File: config.mk
export PLATFORM = sky130hd
export DESIGN_NAME = plca_front
export DESIGN_NICKNAME = d
export VERILOG_FILES = /design/src/rtl/plca_pkg.sv /design/src/rtl/plca_front.sv
export VERILOG_INCLUDE_DIRS = /design/src /design/src/rtl
export SDC_FILE = /design/constraint.sdc
export NUM_CORES = 1
export LEC_CHECK = 0
export BUFFER_PORTS_ARGS = -buffer_cell sky130_fd_sc_hd__buf_2
export CORE_MARGIN = 1
export CORE_UTILIZATION = 52
export DETAILED_ROUTE_END_ITERATION = 8
export GPL_TIMING_DRIVEN = 0
export PLACE_DENSITY = 0.79
export SYNTH_ARGS = -nofsm -noshare
export SYNTH_HDL_FRONTEND = slang
export SYNTH_SLANG_ARGS = --single-unit
File: constraint.sdc
create_clock -name clock -period 5.1 [get_ports clock]
set_input_delay 0.765 -clock clock [delete_from_list [all_inputs] [get_ports clock]]
set_output_delay 0.765 -clock clock [all_outputs]
set_load 0.01 [all_outputs]
File: src/rtl/assert_macros.svh
// Assertion macros shared by the RTL modules
`ifndef ASSERT_MACROS_SVH
`define ASSERT_MACROS_SVH

// condition holds at every edge outside reset
`define CHECK_ALWAYS(lbl, clk, rst, cond, msg) \
   lbl: assert property (@(posedge clk) disable iff (rst) (cond)) else $error(msg);

// consequent holds in the same cycle as the antecedent
`define CHECK_IMPLY(lbl, clk, rst, ante, cons, msg) \
   lbl: assert property (@(posedge clk) disable iff (rst) (ante) |-> (cons)) else $error(msg);

// consequent holds in the cycle after the antecedent
`define CHECK_NEXT(lbl, clk, rst, ante, cons, msg) \
   lbl: assert property (@(posedge clk) disable iff (rst) (ante) |=> (cons)) else $error(msg);

`endif

File: src/rtl/plca_pkg.sv
// Package: shared constants and types of the polyline crop block
`timescale 1ns / 1ps
package plca_pkg;

   localparam int DEF_COORD_WIDTH = 32;
   localparam int DEF_FRAC_BITS   = 16;
   localparam int QUEUE_DEPTH     = 2;
   localparam int NUM_AXES        = 3;

   typedef enum logic [1:0] {
      KIND_FIRST = 2'd0,
      KIND_PASS  = 2'd1,
      KIND_SEG   = 2'd2
   } item_kind_type;

   typedef struct packed {
      item_kind_type kind;
      logic          last;
   } item_ctl_type;

endpackage

File: src/rtl/plca_front.sv
// Front end: vertex intake, path classification and transaction queue
`timescale 1ns / 1ps
`include "assert_macros.svh"
module plca_front #(
   parameter int COORD_WIDTH = plca_pkg::DEF_COORD_WIDTH
) (
   input  logic                          clock,
   input  logic                          reset,
   input  logic                          req_valid,
   output logic                          req_ready,
   input  logic signed [COORD_WIDTH-1:0] req_point_x,
   input  logic signed [COORD_WIDTH-1:0] req_point_y,
   input  logic signed [COORD_WIDTH-1:0] req_point_z,
   input  logic signed [COORD_WIDTH-1:0] req_crop_length,
   input  logic                          req_path_end,
   output logic                          q_valid,
   input  logic                          q_ready,
   output plca_pkg::item_ctl_type        q_ctl,
   output logic signed [COORD_WIDTH-1:0] q_x,
   output logic signed [COORD_WIDTH-1:0] q_y,
   output logic signed [COORD_WIDTH-1:0] q_z,
   output logic signed [COORD_WIDTH-1:0] q_crop
);

   localparam int W    = COORD_WIDTH;
   localparam int QD   = plca_pkg::QUEUE_DEPTH;
   localparam int PTRW = (QD > 1) ? $clog2(QD) : 1;
   localparam int CNTW = $clog2(QD + 1);

   logic signed [W-1:0]    x_mem [QD];
   logic signed [W-1:0]    y_mem [QD];
   logic signed [W-1:0]    z_mem [QD];
   logic signed [W-1:0]    crop_mem [QD];
   plca_pkg::item_ctl_type ctl_mem [QD];

   logic [PTRW-1:0] wr_ptr_ff, wr_ptr_in, rd_ptr_ff, rd_ptr_in;
   logic [CNTW-1:0] q_count_ff, q_count_in;
   logic            first_pending_ff, first_pending_in;
   logic            crop_neg_ff, crop_neg_in;
   logic            push, pop;
   plca_pkg::item_ctl_type new_ctl;

   assign req_ready = (q_count_ff != CNTW'(QD));
   assign push      = req_valid && req_ready;
   assign q_valid   = (q_count_ff != '0);
   assign pop       = q_valid && q_ready;

   always_comb begin
      new_ctl.last = req_path_end;
      if (first_pending_ff) begin
         new_ctl.kind = plca_pkg::KIND_FIRST;
      end else if (crop_neg_ff) begin
         new_ctl.kind = plca_pkg::KIND_PASS;
      end else begin
         new_ctl.kind = plca_pkg::KIND_SEG;
      end
   end

   always_comb begin
      wr_ptr_in        = wr_ptr_ff;
      rd_ptr_in        = rd_ptr_ff;
      q_count_in       = q_count_ff;
      first_pending_in = first_pending_ff;
      crop_neg_in      = crop_neg_ff;
      if (push) begin
         wr_ptr_in        = (wr_ptr_ff == PTRW'(QD - 1)) ? '0 : wr_ptr_ff + 1'b1;
         first_pending_in = req_path_end;
         if (first_pending_ff) begin
            crop_neg_in = req_crop_length[W-1];
         end
      end
      if (pop) begin
         rd_ptr_in = (rd_ptr_ff == PTRW'(QD - 1)) ? '0 : rd_ptr_ff + 1'b1;
      end
      if (push && !pop) begin
         q_count_in = q_count_ff + 1'b1;
      end else if (pop && !push) begin
         q_count_in = q_count_ff - 1'b1;
      end
   end

   always_ff @(posedge clock) begin
      if (reset) begin
         wr_ptr_ff        <= '0;
         rd_ptr_ff        <= '0;
         q_count_ff       <= '0;
         first_pending_ff <= 1'b1;
         crop_neg_ff      <= 1'b0;
      end else begin
         wr_ptr_ff        <= wr_ptr_in;
         rd_ptr_ff        <= rd_ptr_in;
         q_count_ff       <= q_count_in;
         first_pending_ff <= first_pending_in;
         crop_neg_ff      <= crop_neg_in;
      end
   end

   always_ff @(posedge clock) begin
      if (push) begin
         x_mem[wr_ptr_ff]    <= req_point_x;
         y_mem[wr_ptr_ff]    <= req_point_y;
         z_mem[wr_ptr_ff]    <= req_point_z;
         crop_mem[wr_ptr_ff] <= req_crop_length;
         ctl_mem[wr_ptr_ff]  <= new_ctl;
      end
   end

   assign q_x    = x_mem[rd_ptr_ff];
   assign q_y    = y_mem[rd_ptr_ff];
   assign q_z    = z_mem[rd_ptr_ff];
   assign q_crop = crop_mem[rd_ptr_ff];
   assign q_ctl  = ctl_mem[rd_ptr_ff];

   `CHECK_ALWAYS(a_count_range, clock, reset, q_count_ff <= CNTW'(QD), "queue count overflow")
   `CHECK_NEXT(a_count_grow, clock, reset, push && !pop, q_count_ff == $past(q_count_ff) + 1'b1, "queue count did not grow on push")

endmodule

==> results_dict.tcl <==
set metrics [dict create \
    ys_warn_count 0 \
    io_buffers 265 \
    clk_latency_ns 0.52 \
    criticalPathCategory "flip-flop to output port" \
    power.internal_mw 4.49 \
    antenna_found_initial 0 \
    htreeDepth 1 \
    syn_area_per_cell_um2 22.1 \
    tns_ns 0 \
    rsz0062_at_grt "false" \
    utilization_pct 67.5 \
    grt_usage_pct 18.9 \
    gp_congestion 0.751 \
    place_area_um2 11500 \
    final_layout_size_suffix_gt1_share_pct 59.9 \
    setup_viol 0 \
    post-route-period-util_pct 52.4 \
    total_leakage_power_nw 4.67 \
    wl_per_cell_um 18.6 \
    p_comb_share_pct 24.7 \
    grt_pass1_wl_um 28500 \
    die_area_um2 19500 \
    hp-start "req_point_z[25]" \
    drtPass1Iterations 5 \
    power.total_mw 6.10 \
    switching_share_pct 26.4 \
    io_pins 266 \
    power_density_nw_per_um2 494 \
    multiInputGateArea_um2 1680 \
    final_cell_mix "270 x buf_2, 262 x edfxtp_1, 121 x mux2_2" \
    hold_violations 0 \
    hold_buffers 0 \
    rows 49 \
    seq_area_um2 8010 \
    hpwl_um 12500 \
    synth_area_um2 9840 \
    area_growth_pct 25.4 \
    drc 0 \
    timing.rr.start "q_count_ff[0]" \
    grt_max_degree 71 \
    initial_utilization_pct 53.8 \
    syn_inst 445 \
    hold_path_class "primary input to flip-flop" \
    drv_slew 0 \
    maxCapViolCount 0 \
    die_x_um 140 \
    worstPathRequired_ns 4.34 \
    wl_um 18400 \
    p_sw_mw 1.61 \
    ctsLongestPathBuffers 3 \
    finClkSkew_ns 0.0186 \
    drt_iter0_drc 216 \
    yosys_register_bits 269 \
    n_antenna_cell 0 \
    numClockSinks 269 \
    syn-num-nets 579 \
    seqPwrFrac_pct 46.4 \
    crit_arrival_ns 1.91 \
    postCtsResizedCells 0 \
    cts_inserted_buffers 27 \
    nFillCells 1216 \
    ant_nets 0 \
    peakVddDrop_mv 0.368 \
    period_minus_slack_ns 2.67 \
    coreArea_um2 18300 \
    grt_pass1_vias 5510 \
    max_freq_ghz 0.374 \
    final_area_um2 12300 \
    yosysSeqAreaShare_pct 81.4 \
    status "complete, no violations" \
    post_cts_buffers 0 \
    vias 5122 \
    cts_root_buf "clkbuf_16" \
    die_h_um 140 \
    holdWs_ns 0.430 \
    fin_ws_ns 2.43 \
    layout_commonest_cell "buf_2" \
    place_inst 942 \
    crit_fanout 10 \
    pre_cts_ws_ns 2.42 \
    overflow 0 \
    clkPwrFrac_pct 28.9 \
    fin_nets 876 \
    routed_via_density 5.18 \
    clkTransAtPathRegs_ns 0.06 \
    end_kind "output port" \
    slew_headroom_pct 54.4 \
    worst_pin_slew_ns 0.684 \
    start_kind "flip-flop" \
    synth_cell_types 22 \
    layout.cells.non_filler 989 \
    cts_tree "done" \
]
## cell families after synthesis
logic type | synth area share (%)
xor+xnor | 0.267
flops | 81.4
buf+inv | 1.55
fa+ha+maj | 0.127
mux | 15.4
simple gates | 0.827
compound gates | 0.445
## layout make-up
| cell class | instances | area share (%) |
|---|---|---|
| inverters | 4 | 0.162 |
| flip-flops and latches | 269 | 64.9 |
| multi-input cells | 157 | 13.6 |
| clock buffers | 35 | 5.97 |
| clock inverters | 12 | 0.457 |
| repair buffers | 268 | 11.4 |
| plain buffers | 15 | 1.12 |
| well taps | 229 | 2.32 |
## power by group through the flow
stage,combinational (mW),clock (mW),sequential [mW]
2_1_floorplan,0.950,0,2.88
3_3_place_gp,1.46,0,2.90
3_5_place_dp,1.52,0,2.88
4_1_cts,1.53,1.80,2.83
5_1_grt,1.62,1.88,2.85
6_report,1.51,1.76,2.83
## cell usage after synthesis
cell type,instances,area share [%]
and3_2,1,0.076
nor2b_4,1,0.14
buf_6,10,1.1
nand4_1,1,0.064
nand2_1,2,0.076
nor2_1,4,0.15
nor2b_1,1,0.064
a21oi_1,3,0.15
or2_2,1,0.064
xor2_1,3,0.27
inv_1,3,0.11
mux2_2,121,14
buf_2,5,0.25
a211o_1,1,0.089
ha_1,1,0.13
dfxtp_1,7,1.4
mux2_4,10,1.5
o21ai_0,4,0.20
inv_2,1,0.038
or3_1,2,0.13
and3_1,1,0.064
edfxtp_1,262,80
## state kept, by name (all words and copies together) (netlist names), 2 cells and up, named ones only
register    flops
x_mem          64
q_count_ff      2
crop_mem       64
ctl_mem         6
z_mem          64
y_mem          64
## worst paths after layout
check	endpoint	slack (ns)	cells past startpoint
worst max-delay path	q_x[13]	2.43	5
worst min register to register	crop_neg_ff	0.51	2
worst min-delay path	z_mem[1][25]	0.43	1
worst max register to register	z_mem[0][7]	2.92	4
## routing by layer
metal	track usage (%)	up-vias	wire length [um]
met1	21.3	2500	6820
met4	6.48	0	569
li1	-	2366	-
met5	0	-	0
met3	7.16	43	1860
met2	32.8	213	9140
## critical path, stage by stage (launching register included)
cell and delay [ns]:
dfxtp_1 0.31, buf_2 0.15, buf_6 0.22, buf_6 0.19
mux2_2 0.36, buf_2 0.15
Note: power is estimated with default switching activity, not from simulation.
